## config.mk

```make
export PLATFORM = sky130hd
export DESIGN_NAME = pagu_front
export DESIGN_NICKNAME = d
export VERILOG_FILES = /design/src/rtl/core/pagu_pkg.sv /design/src/rtl/core/pagu_front.sv
export SDC_FILE = /design/constraint.sdc
export NUM_CORES = 2
export LEC_CHECK = 0
export ABC_CLOCK_PERIOD_IN_PS = 10750
export BUFFER_PORTS_ARGS = -buffer_cell sky130_fd_sc_hd__buf_2
export CAP_MARGIN = 20
export CORE_ASPECT_RATIO = 0.6
export CORE_MARGIN = 5
export CORE_UTILIZATION = 59
export DETAILED_ROUTE_END_ITERATION = 6
export PLACE_DENSITY = 0.77
export SKIP_LAST_GASP = 1
export SYNTH_ARGS = -nofsm -noshare
export SYNTH_HDL_FRONTEND = slang
export SYNTH_SLANG_ARGS = --single-unit
```

## constraint.sdc

```tcl
create_clock -name clock -period 10.75 [get_ports clock]
set_input_delay 0 -clock clock [delete_from_list [all_inputs] [get_ports clock]]
set_output_delay 0 -clock clock [all_outputs]
set_load 0.005 [all_outputs]
```

## src/rtl/core/pagu_pkg.sv

```systemverilog
// Shared types, constants and helpers for the parabolic arc point generator.
`timescale 1ns / 1ps
`default_nettype none

package pagu_pkg;

   // Coordinate and segment widths, fixed by the interface
   localparam int COORD_W = 24;
   localparam int SEG_W   = 6;
   localparam int SQ_W    = 2 * COORD_W;

   // Segment count after reset
   localparam logic [SEG_W-1:0] SEG_COUNT_RESET = 6'd13;

   // Default depth of the command queue between front and back end
   localparam int CMD_QUEUE_DEPTH = 4;

   // Reciprocal table: ceil(2^RECIP_SHIFT / n) is exact for dividends below 2^COORD_W
   localparam int RECIP_SHIFT = COORD_W + SEG_W;
   localparam int RECIP_W     = RECIP_SHIFT + 1;

   // One input item
   typedef struct packed {
      logic signed [COORD_W-1:0] start_x;
      logic signed [COORD_W-1:0] start_y;
      logic signed [COORD_W-1:0] end_x;
      logic signed [COORD_W-1:0] end_y;
   } req_type;

   // One result item
   typedef struct packed {
      logic signed [COORD_W-1:0] point_x;
      logic signed [COORD_W-1:0] point_y;
      logic [SEG_W-1:0]          point_index;
      logic                      last_point;
   } rsp_type;

   // Prepared arc, handed from the front end to the back end
   typedef struct packed {
      logic signed [COORD_W-1:0] start_x;
      logic signed [COORD_W-1:0] start_y;
      logic signed [COORD_W-1:0] end_x;
      logic signed [COORD_W-1:0] end_y;
      logic [COORD_W-1:0]        step_x;     // two's complement, modulo 2^COORD_W
      logic [COORD_W-1:0]        rise_mag;   // |end_y - start_y|
      logic                      rise_neg;
      logic [SQ_W-1:0]           run_sq;     // (end_x - start_x)^2
      logic                      run_zero;
      logic [SEG_W-1:0]          seg_count;  // never zero
   } cmd_type;

   // Magnitude of a one-bit-wider signed difference; fits COORD_W bits here
   function automatic logic [COORD_W-1:0] mag_of(input logic signed [COORD_W:0] v);
      logic [COORD_W:0] m;
      m = v[COORD_W] ? (COORD_W+1)'(-v) : (COORD_W+1)'(v);
      return m[COORD_W-1:0];
   endfunction

endpackage

`default_nettype wire

```

## src/rtl/core/pagu_front.sv

```systemverilog
// Front end: input transfer, segment count register, run/rise and step preparation.
`timescale 1ns / 1ps
`default_nettype none

module pagu_front
   import pagu_pkg::*;
#(
   parameter int QUEUE_DEPTH = CMD_QUEUE_DEPTH
)(
   input  wire logic             clock,
   input  wire logic             reset,
   input  wire logic             req_push,
   output logic                  req_full,
   input  wire req_type          req_data,
   input  wire logic             csr_write_enable,
   input  wire logic [SEG_W-1:0] csr_write_data,
   input  wire logic             cmd_pop,
   output logic                  cmd_push,
   output cmd_type               cmd_data
);

   localparam int OCC_W = $clog2(QUEUE_DEPTH + 1);

   // Reciprocal table, built at elaboration
   logic [RECIP_W-1:0] recip_table [2**SEG_W];
   for (genvar g = 0; g < 2**SEG_W; g++) begin : g_recip
      localparam longint G_DIV = (g == 0) ? 1 : g;
      localparam longint RC    = ((longint'(1) << RECIP_SHIFT) + G_DIV - 1) / G_DIV;
      assign recip_table[g] = RECIP_W'(RC);
   end

   logic             accept;
   logic [SEG_W-1:0] seg_count_ff;
   logic [OCC_W-1:0] occ_ff, occ_in;

   // stage A
   logic             a_valid_ff;
   req_type          a_req_ff;
   logic [SEG_W-1:0] a_seg_ff, a_seg_in;

   // stage B
   logic                  b_valid_ff;
   req_type               b_req_ff;
   logic [SEG_W-1:0]      b_seg_ff;
   logic [COORD_W-1:0]    b_run_mag_ff, b_rise_mag_ff;
   logic                  b_run_neg_ff, b_rise_neg_ff;
   logic [RECIP_W-1:0]    b_recip_ff;
   logic signed [COORD_W:0] run_full, rise_full;

   // stage C
   logic                          c_valid_ff;
   req_type                       c_req_ff;
   logic [SEG_W-1:0]              c_seg_ff;
   logic [COORD_W-1:0]            c_step_mag_ff, c_rise_mag_ff;
   logic                          c_run_neg_ff, c_rise_neg_ff, c_run_zero_ff;
   logic [SQ_W-1:0]               c_run_sq_ff;
   logic [COORD_W+RECIP_W-1:0]    step_prod;

   // Credit count covers items in stages A to C plus those held in the queue
   assign accept   = req_push && !req_full;
   assign req_full = (occ_ff == OCC_W'(QUEUE_DEPTH));
   assign occ_in   = occ_ff + OCC_W'(accept) - OCC_W'(cmd_pop);

   // A zero segment count is taken as one segment
   assign a_seg_in = (seg_count_ff == '0) ? SEG_W'(1) : seg_count_ff;

   assign run_full  = $signed({a_req_ff.end_x[COORD_W-1], a_req_ff.end_x})
                    - $signed({a_req_ff.start_x[COORD_W-1], a_req_ff.start_x});
   assign rise_full = $signed({a_req_ff.end_y[COORD_W-1], a_req_ff.end_y})
                    - $signed({a_req_ff.start_y[COORD_W-1], a_req_ff.start_y});

   // |run| / n through the reciprocal, exact truncation
   assign step_prod = (COORD_W+RECIP_W)'(b_run_mag_ff) * (COORD_W+RECIP_W)'(b_recip_ff);

   // Control state
   always_ff @(posedge clock) begin
      if (reset) begin
         seg_count_ff <= SEG_COUNT_RESET;
         occ_ff       <= '0;
         a_valid_ff   <= 1'b0;
         b_valid_ff   <= 1'b0;
         c_valid_ff   <= 1'b0;
      end else begin
         if (csr_write_enable) begin
            seg_count_ff <= csr_write_data;
         end
         occ_ff     <= occ_in;
         a_valid_ff <= accept;
         b_valid_ff <= a_valid_ff;
         c_valid_ff <= b_valid_ff;
      end
   end

   // Payload stages, qualified by the valid bits
   always_ff @(posedge clock) begin
      a_req_ff      <= req_data;
      a_seg_ff      <= a_seg_in;

      b_req_ff      <= a_req_ff;
      b_seg_ff      <= a_seg_ff;
      b_run_mag_ff  <= mag_of(run_full);
      b_run_neg_ff  <= run_full[COORD_W];
      b_rise_mag_ff <= mag_of(rise_full);
      b_rise_neg_ff <= rise_full[COORD_W];
      b_recip_ff    <= recip_table[a_seg_ff];

      c_req_ff      <= b_req_ff;
      c_seg_ff      <= b_seg_ff;
      c_step_mag_ff <= step_prod[RECIP_SHIFT +: COORD_W];
      c_run_neg_ff  <= b_run_neg_ff;
      c_run_zero_ff <= (b_run_mag_ff == '0);
      c_run_sq_ff   <= SQ_W'(b_run_mag_ff) * SQ_W'(b_run_mag_ff);
      c_rise_mag_ff <= b_rise_mag_ff;
      c_rise_neg_ff <= b_rise_neg_ff;
   end

   // Prepared arc to the queue
   assign cmd_push = c_valid_ff;
   always_comb begin
      cmd_data.start_x   = c_req_ff.start_x;
      cmd_data.start_y   = c_req_ff.start_y;
      cmd_data.end_x     = c_req_ff.end_x;
      cmd_data.end_y     = c_req_ff.end_y;
      cmd_data.step_x    = c_run_neg_ff ? ((~c_step_mag_ff) + COORD_W'(1)) : c_step_mag_ff;
      cmd_data.rise_mag  = c_rise_mag_ff;
      cmd_data.rise_neg  = c_rise_neg_ff;
      cmd_data.run_sq    = c_run_sq_ff;
      cmd_data.run_zero  = c_run_zero_ff;
      cmd_data.seg_count = c_seg_ff;
   end

endmodule

`default_nettype wire

```

==> metrics.txt <==
most frequent CP cell=fa_1; FMAX=117 MHz; largest net degree at the start of global routing=78; crit path time final=8.55 ns; Num CTS Buffers=45; Chip Width=406 microns; Crit Path Max Fanout=33; sequential share of the synthesized area=17.9%; final net count=7825; Sink Count=497; CP arrival=9.06 ns; final WL=148000 microns; io pins=309; setup TNS=0 ns; Worst Hold Class=input port to flop; clock tree buffer depth=3; input/output buffers=307; Slowest Stage Delay on Critical Path=0.90 ns; core region area=93700 sq um; clk_lat worst skew=0.65 ns; CTS tree=done; r2r endpoint=c_run_sq_ff[41]$_DFF_P_; Ys Warns=0; Slew Limit Fails=0; final setup skew=0.0484 ns; half-perimeter wire length after placement=108000 microns; grt total ovfl=0; DR DRC count=0; commonest non-fill, non-tap cell in the layout=inv_1; Crit path required time=11.27 ns; Vias/cell=5.46; via count=41100; H-tree Lvls=2; final hold violations=0; Clock transition at path regs=0.07 ns; fin crit share=79.5%; vias in the first global route=44400; 1st-pass router iterations=6; Area growth syn-to-layout=10.5%; Critical path destination=c_run_sq_ff[41]$_DFF_P_; Die H=248 microns; global-route wire length before repair=241000 microns; slowest CP cell=dfxtp_2; Slew @ Worst Pin=1.03 ns; GP Congestion=0.949; Mapped Cells=5936; die area=101000 sq um; cells on worst reg2reg path=26; most frequent cells in the layout=1389 x inv_1, 1059 x fa_1, 665 x nand2_1; Setup Viol. Count Final=0; Synth Flop Type=dfxtp_1; worst rel slew slack=31.1%; Synth cell types=81; status=complete, no violations; WS Path Type=flop to flop; asr flop ratio synth=0%; R2R setup slack=2.20 ns; Yosys reg bits=497; initial antenna violation count=3; max_cap viols=0; syn nets=7512; RSZ-0062 raised after global routing=false; syn avg cell area=9.37 sq um; layout cells sized above 1=8.07%; ANT nets after route=0; crit end category=flop; RR Startpoint=b_run_mag_ff[3]$_DFF_P_; DR iter-0 viols=3165; Post-synth EDFFs=0; Std-Cell Rows=87; cell area after synthesis=55600 sq um; WL/cell=19.7 microns; GR Util All Layers=30.5%; setup bufs post-CTS=0; Initial Util=59.3%; CTS root buf=clkbuf_16; Antenna diodes=0; startpoint types=flop; Worst Setup SP=b_run_mag_ff[3]$_DFF_P_
[worst max-delay path: cells and delay by family, from the launching register on]
family | cells | cell delay (ns)
adder cells (fa/ha/maj) | 8 | 3.60
AO/OA/AOI/OAI | 8 | 2.54
flip-flops | 1 | 0.90
buffers and inverters | 6 | 0.74
AND/OR/NAND/NOR | 3 | 0.49
XOR/XNOR | 1 | 0.14
[logic make-up (layout without fill, tap and decap cells)]
logic type	count (synthesis)	count (layout)	synth area share, %
flip-flops	497	497	17.9
buffers and inverters	1673	2021	11.3
multiplexers	25	25	0.589
AND/OR/NAND/NOR	1491	1491	13.1
adder cells (fa/ha/maj)	1469	1469	47.3
XOR/XNOR	184	184	2.90
AO/OA/AOI/OAI	596	596	6.88
other	1	1	0.00674
[flip-flops by register name, summed over array words and instances, names as in the netlist, 3 cells and up]
name and flops:
b_run_mag_ff 24, occ_ff 3, c_run_sq_ff 47, cmd_data 96, a_seg_ff 6, b_req_ff 96
c_step_mag_ff 24, b_recip_ff 31, b_rise_mag_ff 24, c_rise_mag_ff 24, b_seg_ff 6, seg_count_ff 6
a_req_ff 96, c_seg_ff 6
[cell usage after synthesis (6+ instances only)]
cell       count  area (sq um)
nor4_1        15          93.8
nor3_1        30           150
a211oi_1      18           135
and2_1       486          3040
o211ai_1      14           105
fa_1        1059         21200
o21a_1        19           143
o2111ai_1      6          52.6
a21o_1        83           623
o31ai_1       21           158
nand3_1       37           185
o21ai_0      111           556
clkbuf_1     266           998
mux4_2         6           135
a21oi_1      189           946
inv_1       1389          5210
nand2_1      665          2500
nand4_1       21           131
a31oi_1       29           181
o21bai_1      13          97.6
mux2i_1       17           170
nor2b_1       25           156
nor2_1       140           526
a211o_1        9          78.8
ha_1         410          5130
xnor2_1      141          1230
a221oi_1       9          78.8
nand2b_1      20           125
and3_1        16           100
or3_1         14          87.6
o22ai_1        9          56.3
dfxtp_1      497          9950
buf_1          8          30.0
xor2_1        43           377
[cell type report]
| type | instances | area, sq um |
|---|---|---|
| multi-input cells | 3766 | 39400 |
| flip-flops and latches | 497 | 9980 |
| fillers | 7350 | 32200 |
| repair buffers | 546 | 3760 |
| inverters | 1393 | 5230 |
| clock buffers | 56 | 1200 |
| clock inverters | 26 | 380 |
| well taps | 1246 | 1560 |
[per-layer routing]
layer / vias up / share of wire [%] / global-route usage, %
li1: 18400 / - / -
met1: 20500 / 41 / 42.2
met2: 1970 / 45 / 47.3
met3: 298 / 12 / 8.91
met4: 4 / 2.7 / 8.08
met5: - / 0.023 / 0
[how the worst min path moves through the flow]
| stage | startpoint | endpoint | slack [ns] | depth (start not counted) |
|---|---|---|---|---|
| final | req_data[9] | a_req_ff[9]$_DFF_P_ | 0.02 | 2 |
| after global routing | req_data[5] | a_req_ff[5]$_DFF_P_ | 0.002 | 2 |
| after CTS | req_data[59] | a_req_ff[59]$_DFF_P_ | 0.0003 | 2 |
| after detailed placement | req_data[73] | a_req_ff[73]$_DFF_P_ | 0.10 | 1 |
| after global placement | req_data[16] | a_req_ff[16]$_DFF_P_ | 0.10 | 1 |
| after floorplan | req_data[0] | a_req_ff[0]$_DFF_P_ | 0.03 | 0 |
[per-stage QoR]
stage          std cells  instance area [sq um]  util (%)  setup WS [ns]  hold slack (ns)
2_1_floorplan       5936                  55600         -           3.48           0.0277
3_3_place_gp        7274                  58200      62.1           2.26            0.102
5_1_grt             7530                  61500      65.6           1.85          0.00210
3_5_place_dp        7274                  58200      62.1           2.04            0.104
6_report            7530                  61500      65.6           2.20           0.0234
4_1_cts             7527                  61500      65.6           2.02         0.000268
[repair_timing]
item	4_1_cts	5_1_grt
resized for setup	0	0
hold buffers	171	2
endpoints found under the hold margin	108	2
Power is left out: the tool's default activity adds up to more than one toggle a clock period on the data nets, which glitch-free logic cannot reach.
