### src/rtl/core/pagu_pkg.sv
// Shared types, constants and helpers for the parabolic arc point generator.
`timescale 1ns / 1ps
`default_nettype none

package pagu_pkg;

   // Coordinate and segment widths, fixed by the interface
   localparam int COORD_W = 24;
   localparam int SEG_W   = 6;
   localparam int SQ_W    = 2 * COORD_W;

   // Segment count after reset
   localparam logic [SEG_W-1:0] SEG_COUNT_RESET = 6'd13;

   // Default depth of the command queue between front and back end
   localparam int CMD_QUEUE_DEPTH = 4;

   // Reciprocal table: ceil(2^RECIP_SHIFT / n) is exact for dividends below 2^COORD_W
   localparam int RECIP_SHIFT = COORD_W + SEG_W;
   localparam int RECIP_W     = RECIP_SHIFT + 1;

   // One input item
   typedef struct packed {
      logic signed [COORD_W-1:0] start_x;
      logic signed [COORD_W-1:0] start_y;
      logic signed [COORD_W-1:0] end_x;
      logic signed [COORD_W-1:0] end_y;
   } req_type;

   // One result item
   typedef struct packed {
      logic signed [COORD_W-1:0] point_x;
      logic signed [COORD_W-1:0] point_y;
      logic [SEG_W-1:0]          point_index;
      logic                      last_point;
   } rsp_type;

   // Prepared arc, handed from the front end to the back end
   typedef struct packed {
      logic signed [COORD_W-1:0] start_x;
      logic signed [COORD_W-1:0] start_y;
      logic signed [COORD_W-1:0] end_x;
      logic signed [COORD_W-1:0] end_y;
      logic [COORD_W-1:0]        step_x;     // two's complement, modulo 2^COORD_W
      logic [COORD_W-1:0]        rise_mag;   // |end_y - start_y|
      logic                      rise_neg;
      logic [SQ_W-1:0]           run_sq;     // (end_x - start_x)^2
      logic                      run_zero;
      logic [SEG_W-1:0]          seg_count;  // never zero
   } cmd_type;

   // Magnitude of a one-bit-wider signed difference; fits COORD_W bits here
   function automatic logic [COORD_W-1:0] mag_of(input logic signed [COORD_W:0] v);
      logic [COORD_W:0] m;
      m = v[COORD_W] ? (COORD_W+1)'(-v) : (COORD_W+1)'(v);
      return m[COORD_W-1:0];
   endfunction

endpackage

`default_nettype wire

### src/rtl/core/pagu_cmd_queue.sv
// Short queue of prepared arcs between the front end and the back end.
`timescale 1ns / 1ps
`default_nettype none

module pagu_cmd_queue
   import pagu_pkg::*;
#(
   parameter int DEPTH = CMD_QUEUE_DEPTH
)(
   input  wire logic    clock,
   input  wire logic    reset,
   input  wire logic    push,
   input  wire cmd_type push_data,
   input  wire logic    pop,
   output logic         empty,
   output cmd_type      head
);

   localparam int PTR_W = $clog2(DEPTH);
   localparam int CNT_W = $clog2(DEPTH + 1);

   cmd_type          slot_ff [DEPTH];
   logic [PTR_W-1:0] wr_ptr_ff, rd_ptr_ff;
   logic [CNT_W-1:0] count_ff;

   // Pointers and fill level; the front end's credits keep pushes within depth
   always_ff @(posedge clock) begin
      if (reset) begin
         wr_ptr_ff <= '0;
         rd_ptr_ff <= '0;
         count_ff  <= '0;
      end else begin
         if (push) begin
            wr_ptr_ff <= (wr_ptr_ff == PTR_W'(DEPTH - 1)) ? '0 : wr_ptr_ff + 1'b1;
         end
         if (pop) begin
            rd_ptr_ff <= (rd_ptr_ff == PTR_W'(DEPTH - 1)) ? '0 : rd_ptr_ff + 1'b1;
         end
         count_ff <= count_ff + CNT_W'(push) - CNT_W'(pop);
      end
   end

   // Entry storage
   always_ff @(posedge clock) begin
      if (push) begin
         slot_ff[wr_ptr_ff] <= push_data;
      end
   end

   assign empty = (count_ff == '0);
   assign head  = slot_ff[rd_ptr_ff];

endmodule

`default_nettype wire

### config.mk
export PLATFORM = sky130hd
export DESIGN_NAME = pagu_cmd_queue
export DESIGN_NICKNAME = d
export VERILOG_FILES = /design/src/rtl/core/pagu_pkg.sv /design/src/rtl/core/pagu_cmd_queue.sv
export SDC_FILE = /design/constraint.sdc
export NUM_CORES = 1
export LEC_CHECK = 0
export BUFFER_PORTS_ARGS = -buffer_cell sky130_fd_sc_hd__buf_2
export CAP_MARGIN = 20
export CELL_PAD_IN_SITES_DETAIL_PLACEMENT = 1
export CELL_PAD_IN_SITES_GLOBAL_PLACEMENT = 1
export CORE_ASPECT_RATIO = 0.9
export CORE_MARGIN = 4
export CORE_UTILIZATION = 53
export DETAILED_ROUTE_END_ITERATION = 16
export PLACE_DENSITY_LB_ADDON = 0.1
export SLEW_MARGIN = 20
export SYNTH_ARGS = -nofsm -noshare
export SYNTH_HDL_FRONTEND = slang
export SYNTH_SLANG_ARGS = --single-unit
export TNS_END_PERCENT = 50
### constraint.sdc
create_clock -name clock -period 11.25 [get_ports clock]
set_input_delay 2.25 -clock clock [delete_from_list [all_inputs] [get_ports clock]]
set_output_delay 2.25 -clock clock [all_outputs]
set_load 0.01 [all_outputs]
==> impl_metrics.yaml, run 1 <==
sta:
  max_freq_mhz: 170.8
  final.setup_skew_ps: 17.91
  holdWs_ps: 534.7
  finalSetupTns_ps: 0
  min_period_ps: 5853
  rsz0062_at_grt: "no"
  slew_headroom_pct: 26.46
  finalHoldViolCount: 0
  worst_slew_pin_slew_ps: 1103
  slew_violations: 0
  setup_viol_count_final: 0
  fin_crit_sh_pct: 52.03
synth:
  synth_edf_count: 800
  syn-num-nets: 1297
  async_flop_share_pct: 0
  synth_area_leaders: "edfxtp_1 82%, mux4_2 15%, buf_6 0.84%"
  yosysTopAreaCellShare_pct: 81.93
  syn_area_per_cell_sq_um: 27.03
  synth_cell_types: 18
  synth-seq-cells: 809
  yosysWarnings: 0
  syn_inst: 1085
  synth_area_leader_cell: "edfxtp_1"
  ys_seq_area_share_pct: 82.54
  syn-cell-area_sq_um: 29320
  ys.flop_type: "edfxtp_1"
finish:
  drive_above_1_share_pct: 45.73
  area_delta_synth_final_pct: 17.99
  fillers: 4440
  final_cell_count_no_fill: 2321
  ff_latch_area_sq_um: 24210
  nets: 1752
  finalInstanceArea_sq_um: 34600
  multi_input_comb_area_sq_um: 4756
floorplan:
  floorplan.initialDensity_pct: 53.78
  placementRows: 81
  core_sq_um: 54520
  die_y_um: 231.1
  dieArea_sq_um: 59160
  ios: 405
  die_x_um: 255.9
routing:
  wl_um: 61420
  drt-pass1-iter-count: 5
  antenna_left: 0
  drt_iter0_drc: 836
  drc: 0
  num_vias: 13120
  vias_per_cell: 5.653
  post_drt_wl_per_cell_um: 26.46
power_and_ir_drop:
  finalPower_w: 0.006583
  vdd_drop_max_uv: 143.0
  p_per_area_nw_per_um2: 190.3
  p_leak_nw: 11.56
grt:
  grt_max_degree: 166
  gr-total-overflow: 0
  antenna_found_initial: 32
  grt_pass1_vias: 14464
  grt_first_pass_wirelength_um: 92600
  track_usage_pct: 20.96
cts:
  postCtsHoldBufs: 0
  root_buffer: "clkbuf_16"
  clkTransAtPathRegs_ps: 60
  clockBufferDepth: 3
  post-cts-setup-buffer-count: 0
  h-tree-depth: 3
  cts_buffers: 79
  tritoncts: "built"
  clkLatencyLatePin_ps: 600
  clkSinkCount: 809
  cts_resized: 0
placed_design:
  place_congestion: 0.7491
  io_buffers: 404
  placed_area_sq_um: 32040
  place_inst: 2164
  hpwl_um: 37110
critical_path:
  required_ps: 9000
  cp.arrival_ps: 3600
  startpoint_type: "flop"
  cp_max_fo: 42
  end_kind: "output port"
  critical_path_class: "flop to output port"
  r2r_setup_slack_ps: 8070
status:
  status: "finished clean"
worst_hold_path:
  worst_hold_path_type: "flop to flop"
run:
  drv_cap: 0
==> area by class of cell <==
| cell class | count | share of cell area [%] |
|---|---|---|
| inverter | 5 | 0.05425 |
| tap | 705 | 2.550 |
| clock inverter | 44 | 1.219 |
| multi-input combinational | 227 | 13.75 |
| timing repair buffer | 418 | 6.293 |
| clock buffer | 100 | 6.065 |
| sequential | 809 | 69.98 |
| antenna | 13 | 0.09403 |
==> worst paths after layout <==
path                             start                        end  depth (start not counted)
max                               flop                  head[155]                          4
min          rd_ptr_ff[0]$_SDFFE_PP0P_  rd_ptr_ff[0]$_SDFFE_PP0P_                          2
max reg2reg  wr_ptr_ff[0]$_SDFFE_PP0P_   slot_ff[1][92]$_DFFE_PP_                          4
min reg2reg  rd_ptr_ff[0]$_SDFFE_PP0P_  rd_ptr_ff[0]$_SDFFE_PP0P_                          2
==> critical path, cell delays in order, from the launching register on <==
cell and delay [ps]:
dfxtp_4 730, buf_4 640, buf_4 790, mux4_2 630, buf_2 160
==> cell usage in the layout, fill, tap and decap left out <==
cell          n
buf_4        10
nand2b_1      2
nor2_1        4
ha_1          7
dfxtp_4       2
buf_2       404
diode_2      13
fa_1          1
xnor3_1       1
nor2b_1       1
clkbuf_1     19
mux4_2      200
inv_6         5
dfxtp_1       7
clkinv_2     11
nor3_1        1
a21oi_1       2
mux2i_1       2
clkinv_1     18
inv_1         5
bufinv_16     8
and2_4        4
clkbuf_16    81
edfxtp_1    800
clkinvlp_4    2
buf_12        4
or3b_2        2
==> cells in the mapped netlist, drive strengths merged, types with 2 or more instances <==
master	count
edfxtp	800
mux4	200
buf	42
dfxtp	9
ha	7
inv	5
and2	4
nor2	4
a21oi	2
clkbuf	2
mux2i	2
nand2b	2
or3b	2
==> through the flow <==
step	setup slack [ps]	utilization, %
5_1_grt	5000	63.42
3_3_place_gp	5812	58.77
2_1_floorplan	3878	-
3_5_place_dp	5843	58.77
6_report	5397	63.45
4_1_cts	5188	63.39
==> routing by layer <==
metal,wire (um),GRT usage (%),vias to the layer above
met3,4982,8.063,134
met4,1480,6.341,40
met1,23510,26.66,6907
met5,269,0,-
met2,31170,34.18,391
li1,-,-,5648
==> state kept, by name, indices dropped and copies added, names as in the netlist, named ones only <==
name,cells
slot_ff,800
count_ff,3
rd_ptr_ff,2
wr_ptr_ff,2
==> power breakdown <==
group	total [W]	leakage [nW]	internal, W	switching [W]
combinational	0.000534	2.90	0.000237	0.000296
sequential	0.00348	7.42	0.00344	0.0000377
clock	0.00257	1.23	0.00151	0.00106
==> kinds of logic (layout without fill, tap and decap cells) <==
group                      count (synthesis)  after routing  share of synthesized area (%)
other                                      0             13                              0
buffers and inverters                     49            567                          1.276
and+or+nand+nor                           14             14                         0.2773
muxes                                    202            202                          15.43
xor gates and xnor gates                   1              1                        0.07680
DFF                                      809            809                          82.54
adders and majority gates                  8              8                         0.3669
AOI/OAI and AO/OA                          2              2                        0.03414
(Power assumes the default switching activity.)
==> run 2, diff against run 1 <==
--- a/config.mk
+++ b/config.mk
@@ -11,7 +11,7 @@
 export CELL_PAD_IN_SITES_GLOBAL_PLACEMENT = 1
 export CORE_ASPECT_RATIO = 0.9
 export CORE_MARGIN = 4
-export CORE_UTILIZATION = 53
+export CORE_UTILIZATION = 46
 export DETAILED_ROUTE_END_ITERATION = 16
 export PLACE_DENSITY_LB_ADDON = 0.1
 export SLEW_MARGIN = 20
==> constraint.sdc (replaced) <==
create_clock -name clock -period 5 [get_ports clock]
set_input_delay 1 -clock clock [delete_from_list [all_inputs] [get_ports clock]]
set_output_delay 1 -clock clock [all_outputs]
set_load 0.01 [all_outputs]
==> run 2 against run 1 <==
- utilization decreased by 7.9 points
- final cell count increased by 6.5%
- largest power group unchanged
- hold slack got worse by 11 ps
- global-route usage decreased by 2.7 points
- critical path depth decreased by 1
- clock power increased by 120%
- flip-flop and latch count unchanged
==> impl_metrics.yaml, run 2 (synthesis results as in run 1) <==
power_and_ir_drop:
  p_clk_share_pct: 38.4
  vdd_drop_max_uv: 291.1
  power.switching_w: 0.003173
  p_per_area_nw_per_um2: 420.5
  p_leak_nw: 11.66
  power_frac_comb_pct: 8.3
  finalPower_w: 0.01471
  sequentialPowerShare_pct: 53.3
  switching_share_pct: 21.57
  internal_power_w: 0.01154
finish:
  top_register: "slot_ff"
  fillers: 5436
  nets: 1770
  area_delta_synth_final_pct: 19.30
  ff_latch_area_sq_um: 24210
  final_cell_count_no_fill: 2473
  finalInstanceArea_sq_um: 34980
  final_cell_mix: "800 x edfxtp_1, 404 x buf_2, 200 x mux4_2"
  multi_input_comb_area_sq_um: 4756
  final_common_cell: "edfxtp_1"
  largest_reg_flops: 800
  top_regs: "slot_ff: 800 flops, count_ff: 3 flops"
  drive_above_1_share_pct: 46.08
grt:
  grt_first_pass_wirelength_um: 92060
  grt_max_degree: 68
  antenna_found_initial: 18
  grt_pass1_vias: 14239
  met2_usage_pct: 31.07
  track_usage_pct: 18.26
  grtUsageMet1_pct: 23.20
  gr-total-overflow: 0
  grt.busiest_layer: "met2"
  grtUsageMet3_pct: 5.510
routing:
  antenna_left: 0
  post_drt_wl_per_cell_um: 25.10
  drt-pass1-iter-count: 5
  wl_um: 62080
  drc: 0
  vias_per_cell: 5.279
  drt_iter0_drc: 896
  num_vias: 13055
sta:
  setup_viol_count_final: 0
  slew_violations: 0
  max_freq_mhz: 267.4
  final.setup_skew_ps: 13.75
  finalHoldViolCount: 0
  min_period_ps: 3739
  rsz0062_at_grt: "no"
  slew_headroom_pct: 32.59
  worst_slew_pin_slew_ps: 1011
  finalSetupTns_ps: 0
  fin_crit_sh_pct: 74.78
placed_design:
  place_congestion: 0.7277
  io_buffers: 404
  hpwl_um: 38840
  place_inst: 2321
  placed_area_sq_um: 32500
floorplan:
  dieArea_sq_um: 67850
  floorplan.initialDensity_pct: 46.61
  die_x_um: 274.1
  placementRows: 87
  core_sq_um: 62920
  die_y_um: 247.5
  ios: 405
cts:
  postCtsHoldBufs: 0
  clkTransAtPathRegs_ps: 60
  cts_resized: 0
  tritoncts: "built"
  clkSinkCount: 809
  root_buffer: "clkbuf_16"
  post-cts-setup-buffer-count: 0
  h-tree-depth: 3
  clockBufferDepth: 3
  cts_buffers: 80
  clkLatencyLatePin_ps: 610
worst_hold_path:
  min_path_cells: 2
  min_from: "rd_ptr_ff[0]$_SDFFE_PP0P_"
  worst_hold_path_type: "flop to flop"
critical_path:
  required_ps: 4000
  cp.arrival_ps: 2740
  end_kind: "output port"
  r2r-end: "slot_ff[3][5]$_DFFE_PP_"
  critical_path_class: "flop to output port"
  rr_startpoint: "wr_ptr_ff[0]$_SDFFE_PP0P_"
  cp_max_fo: 40
  startpoint_type: "flop"
  r2r_setup_slack_ps: 2810
  reg2reg_depth: 3
run:
  drv_cap: 0
status:
  status: "finished clean"
-- run 2: cell types whose count changed in the layout (fill, tap and decap cells not counted), sizes merged --
| cell | previous run | this run |
|---|---|---|
| buf | 418 | 435 |
| diode | 13 | 7 |
| bufinv | 8 | 4 |
| clkinv | 29 | 33 |
| clkbuf | 100 | 103 |
| clkinvlp | 2 | 1 |
| inv | 10 | 9 |
-- run 2: worst max-delay path, cell delays in order, from the launching register on --
cell,delay [ps]
dfxtp_4,960
buf_4,430
mux4_2,560
buf_2,170
-- run 2: layer usage --
metal | vias to the layer above | part of all wire, %
met5 | - | 0.21
met4 | 20 | 2.1
met3 | 114 | 6.8
met2 | 324 | 52
met1 | 6906 | 39
li1 | 5691 | -
-- run 2: final cells by class --
class	count	area share, %
Clock buffer	103	6.091
Tap cell	845	3.022
Inverter	5	0.05365
Multi-Input combinational cell	227	13.59
Timing Repair Buffer	435	7.017
Clock inverter	42	0.9621
Sequential cell	809	69.21
Antenna cell	7	0.05007
-- run 2: worst max path at each step --
stage | slack, ps | end | start | cells past startpoint
floorplan | -1120 | slot_ff[1][0]$_DFFE_PP_ | push | 1
global placement | 1810 | head[191] | flop | 3
detailed placement | 1790 | head[166] | flop | 3
CTS | 1120 | head[171] | flop | 3
global route | 1020 | head[153] | flop | 3
finish | 1260 | head[171] | flop | 3
-- run 2: per-stage QoR --
step	worst slack, ps	hold slack [ps]	utilization [%]
2_1_floorplan	-1122	468.5	-
3_3_place_gp	1807	471.9	51.65
3_5_place_dp	1794	505.5	51.65
4_1_cts	1115	524.8	55.57
5_1_grt	1016	554.8	55.58
6_report	1261	523.9	55.60
-- run 2: power by group through the flow --
stage / sequential [W] / clock [W] / combinational (W)
after global placement: 0.00797 / 0 / 0.00124
after CTS: 0.00785 / 0.00583 / 0.00127
after global routing: 0.00786 / 0.00615 / 0.00133
after detailed placement: 0.00799 / 0 / 0.00126
final: 0.00784 / 0.00565 / 0.00122
after floorplan: 0.00796 / 0 / 0.000709
==> run 3, diff against run 2 <==
--- a/config.mk
+++ b/config.mk
@@ -11,7 +11,7 @@
 export CELL_PAD_IN_SITES_GLOBAL_PLACEMENT = 1
 export CORE_ASPECT_RATIO = 0.9
 export CORE_MARGIN = 4
-export CORE_UTILIZATION = 46
+export CORE_UTILIZATION = 50
 export DETAILED_ROUTE_END_ITERATION = 16
 export PLACE_DENSITY_LB_ADDON = 0.1
 export SLEW_MARGIN = 20
==> constraint.sdc (replaced) <==
create_clock -name clock -period 3.56 [get_ports clock]
set_input_delay 0.712 -clock clock [delete_from_list [all_inputs] [get_ports clock]]
set_output_delay 0.712 -clock clock [all_outputs]
set_load 0.01 [all_outputs]
==> run 3 against run 2 <==
- register-to-register slack got worse by 1200 ps
- combinational power increased by 43%
- routed wire length decreased by 1.4%
- flip-flop and latch count unchanged
- critical endpoint is now head[105]
- non-clock buffer count increased by 4
- clock power increased by 38%
- clock-buffer cell count decreased by 5
- sequential power increased by 40%
==> impl_metrics.yaml, run 3 (synthesis results as in run 1) <==
cts:
  clkTransAtPathRegs_ps: 60
  tritoncts: "built"
  post-cts-setup-buffer-count: 0
  cts_resized: 0
  cts_buffers: 79
  postCtsHoldBufs: 0
  clockBufferDepth: 3
  clkLatencyLatePin_ps: 610
  root_buffer: "clkbuf_16"
  clkSinkCount: 809
  h-tree-depth: 3
floorplan:
  placementRows: 83
  ios: 405
  die_x_um: 263.3
  dieArea_sq_um: 62590
  core_sq_um: 57530
  die_y_um: 237.7
  floorplan.initialDensity_pct: 50.97
placed_design:
  place_congestion: 0.7282
  io_buffers: 404
  hpwl_um: 38800
  placed_area_sq_um: 32480
  place_inst: 2245
critical_path:
  end_kind: "output port"
  crit_chain: "buf_4 -> mux4_2 -> buf_2"
  cp.arrival_ps: 2400
  max_stage_delay_ps: 620
  startpoint_type: "flop"
  critical_path_class: "flop to output port"
  critPathBufInv: 2
  cp_slowest_cell: "mux4_2"
  critPathTopFamily: "buffers and inverters"
  required_ps: 2850
  cp_max_fo: 30
routing:
  drc: 0
  drt_iter0_drc: 864
  antenna_left: 0
  drt-pass1-iter-count: 5
  wl_um: 61200
  num_vias: 13087
  vias_per_cell: 5.464
  post_drt_wl_per_cell_um: 25.55
grt:
  grt_pass1_vias: 14420
  track_usage_pct: 19.65
  antenna_found_initial: 18
  grt_max_degree: 70
  grt_first_pass_wirelength_um: 92620
  gr-total-overflow: 0
finish:
  final_common_cell: "edfxtp_1"
  finish.utilization_pct: 60.66
  area_delta_synth_final_pct: 19.01
  finalInstanceArea_sq_um: 34900
  largest_reg_flops: 800
  top_register: "slot_ff"
  nets: 1773
  fillers: 4798
  drive_above_1_share_pct: 46.33
  final_cell_mix: "800 x edfxtp_1, 404 x buf_2, 200 x mux4_2"
  top_regs: "slot_ff: 800 flops, count_ff: 3 flops"
  final_cell_count_no_fill: 2395
sta:
  finalHoldViolCount: 0
  slew_headroom_pct: 53.87
  slew_violations: 0
  min_period_ps: 3116
  holdWs_ps: 316.8
  rsz0062_at_grt: "no"
  worst_slew_pin_slew_ps: 692.0
  max_freq_mhz: 321.0
  setup_viol_count_final: 0
  final.setup_skew_ps: 14.62
  fin_crit_sh_pct: 87.52
power_and_ir_drop:
  p_per_area_nw_per_um2: 587.7
  p_leak_nw: 11.67
  switching_share_pct: 21.39
  internal_power_w: 0.01612
  power.switching_w: 0.004388
  vdd_drop_max_uv: 444.7
  power_frac_comb_pct: 8.5
  p_clk_share_pct: 38.0
  finalPower_w: 0.02051
  sequentialPowerShare_pct: 53.5
worst_hold_path:
  worst_hold_path_type: "primary input to flop"
status:
  status: "finished clean"
run:
  drv_cap: 0
-- run 3: cell count changes in the layout (fill, tap and decap cells not counted), sizes merged --
cell / delta
clkbuf: -5
buf: +4
diode: +2
clkinv: +1
-- run 3: final cells by class --
class,count,area [sq um],area share (%)
inverters,5,18.77,0.05378
clock buffers,98,2091,5.991
clock inverters,43,307.8,0.8820
diodes,9,22.52,0.06453
flip-flops and latches,809,24210,69.37
repair buffers,439,2535,7.264
multi-input cells,227,4756,13.63
well taps,765,957.2,2.743
-- run 3: power by group through the flow --
stage               Combinational [W]  Clock, W  Sequential, W
floorplan                    0.000997         0         0.0112
global placement              0.00178         0         0.0112
detailed placement            0.00180         0         0.0112
CTS                           0.00181   0.00801         0.0110
global route                  0.00190   0.00846         0.0110
finish                        0.00175   0.00778         0.0110
-- run 3: final timing paths --
| kind | start | to | slack, ps | cells after the start |
|---|---|---|---|---|
| worst max register to register | wr_ptr_ff[0]$_SDFFE_PP0P_ | slot_ff[1][68]$_DFFE_PP_ | 1600 | 3 |
| worst max-delay path | flop | head[105] | 440 | 3 |
| worst min register to register | rd_ptr_ff[0]$_SDFFE_PP0P_ | flop | 520 | 2 |
| worst min-delay path | push_data[161] | slot_ff[1][161]$_DFFE_PP_ | 320 | 1 |
-- run 3: stage by stage --
step / TNS, ps / setup WS [ps]
floorplan: -8394 / -41.97
global placement: 0 / 987.6
detailed placement: 0 / 994.2
CTS: 0 / 320.8
global route: 0 / 229.0
finish: 0 / 444.4
-- run 3: layer usage --
layer	routed length [um]	up-vias	GRT usage, %
li1	-	5702	-
met1	23720	6905	25.32
met2	31430	365	32.69
met3	4867	93	7.203
met4	1041	22	4.377
met5	146	-	0
-- run 3: worst register-to-register path, stage by stage (launching register included) --
cell and delay (ps):
dfxtp_1 410, ha_1 180, and2_4 580, buf_12 410
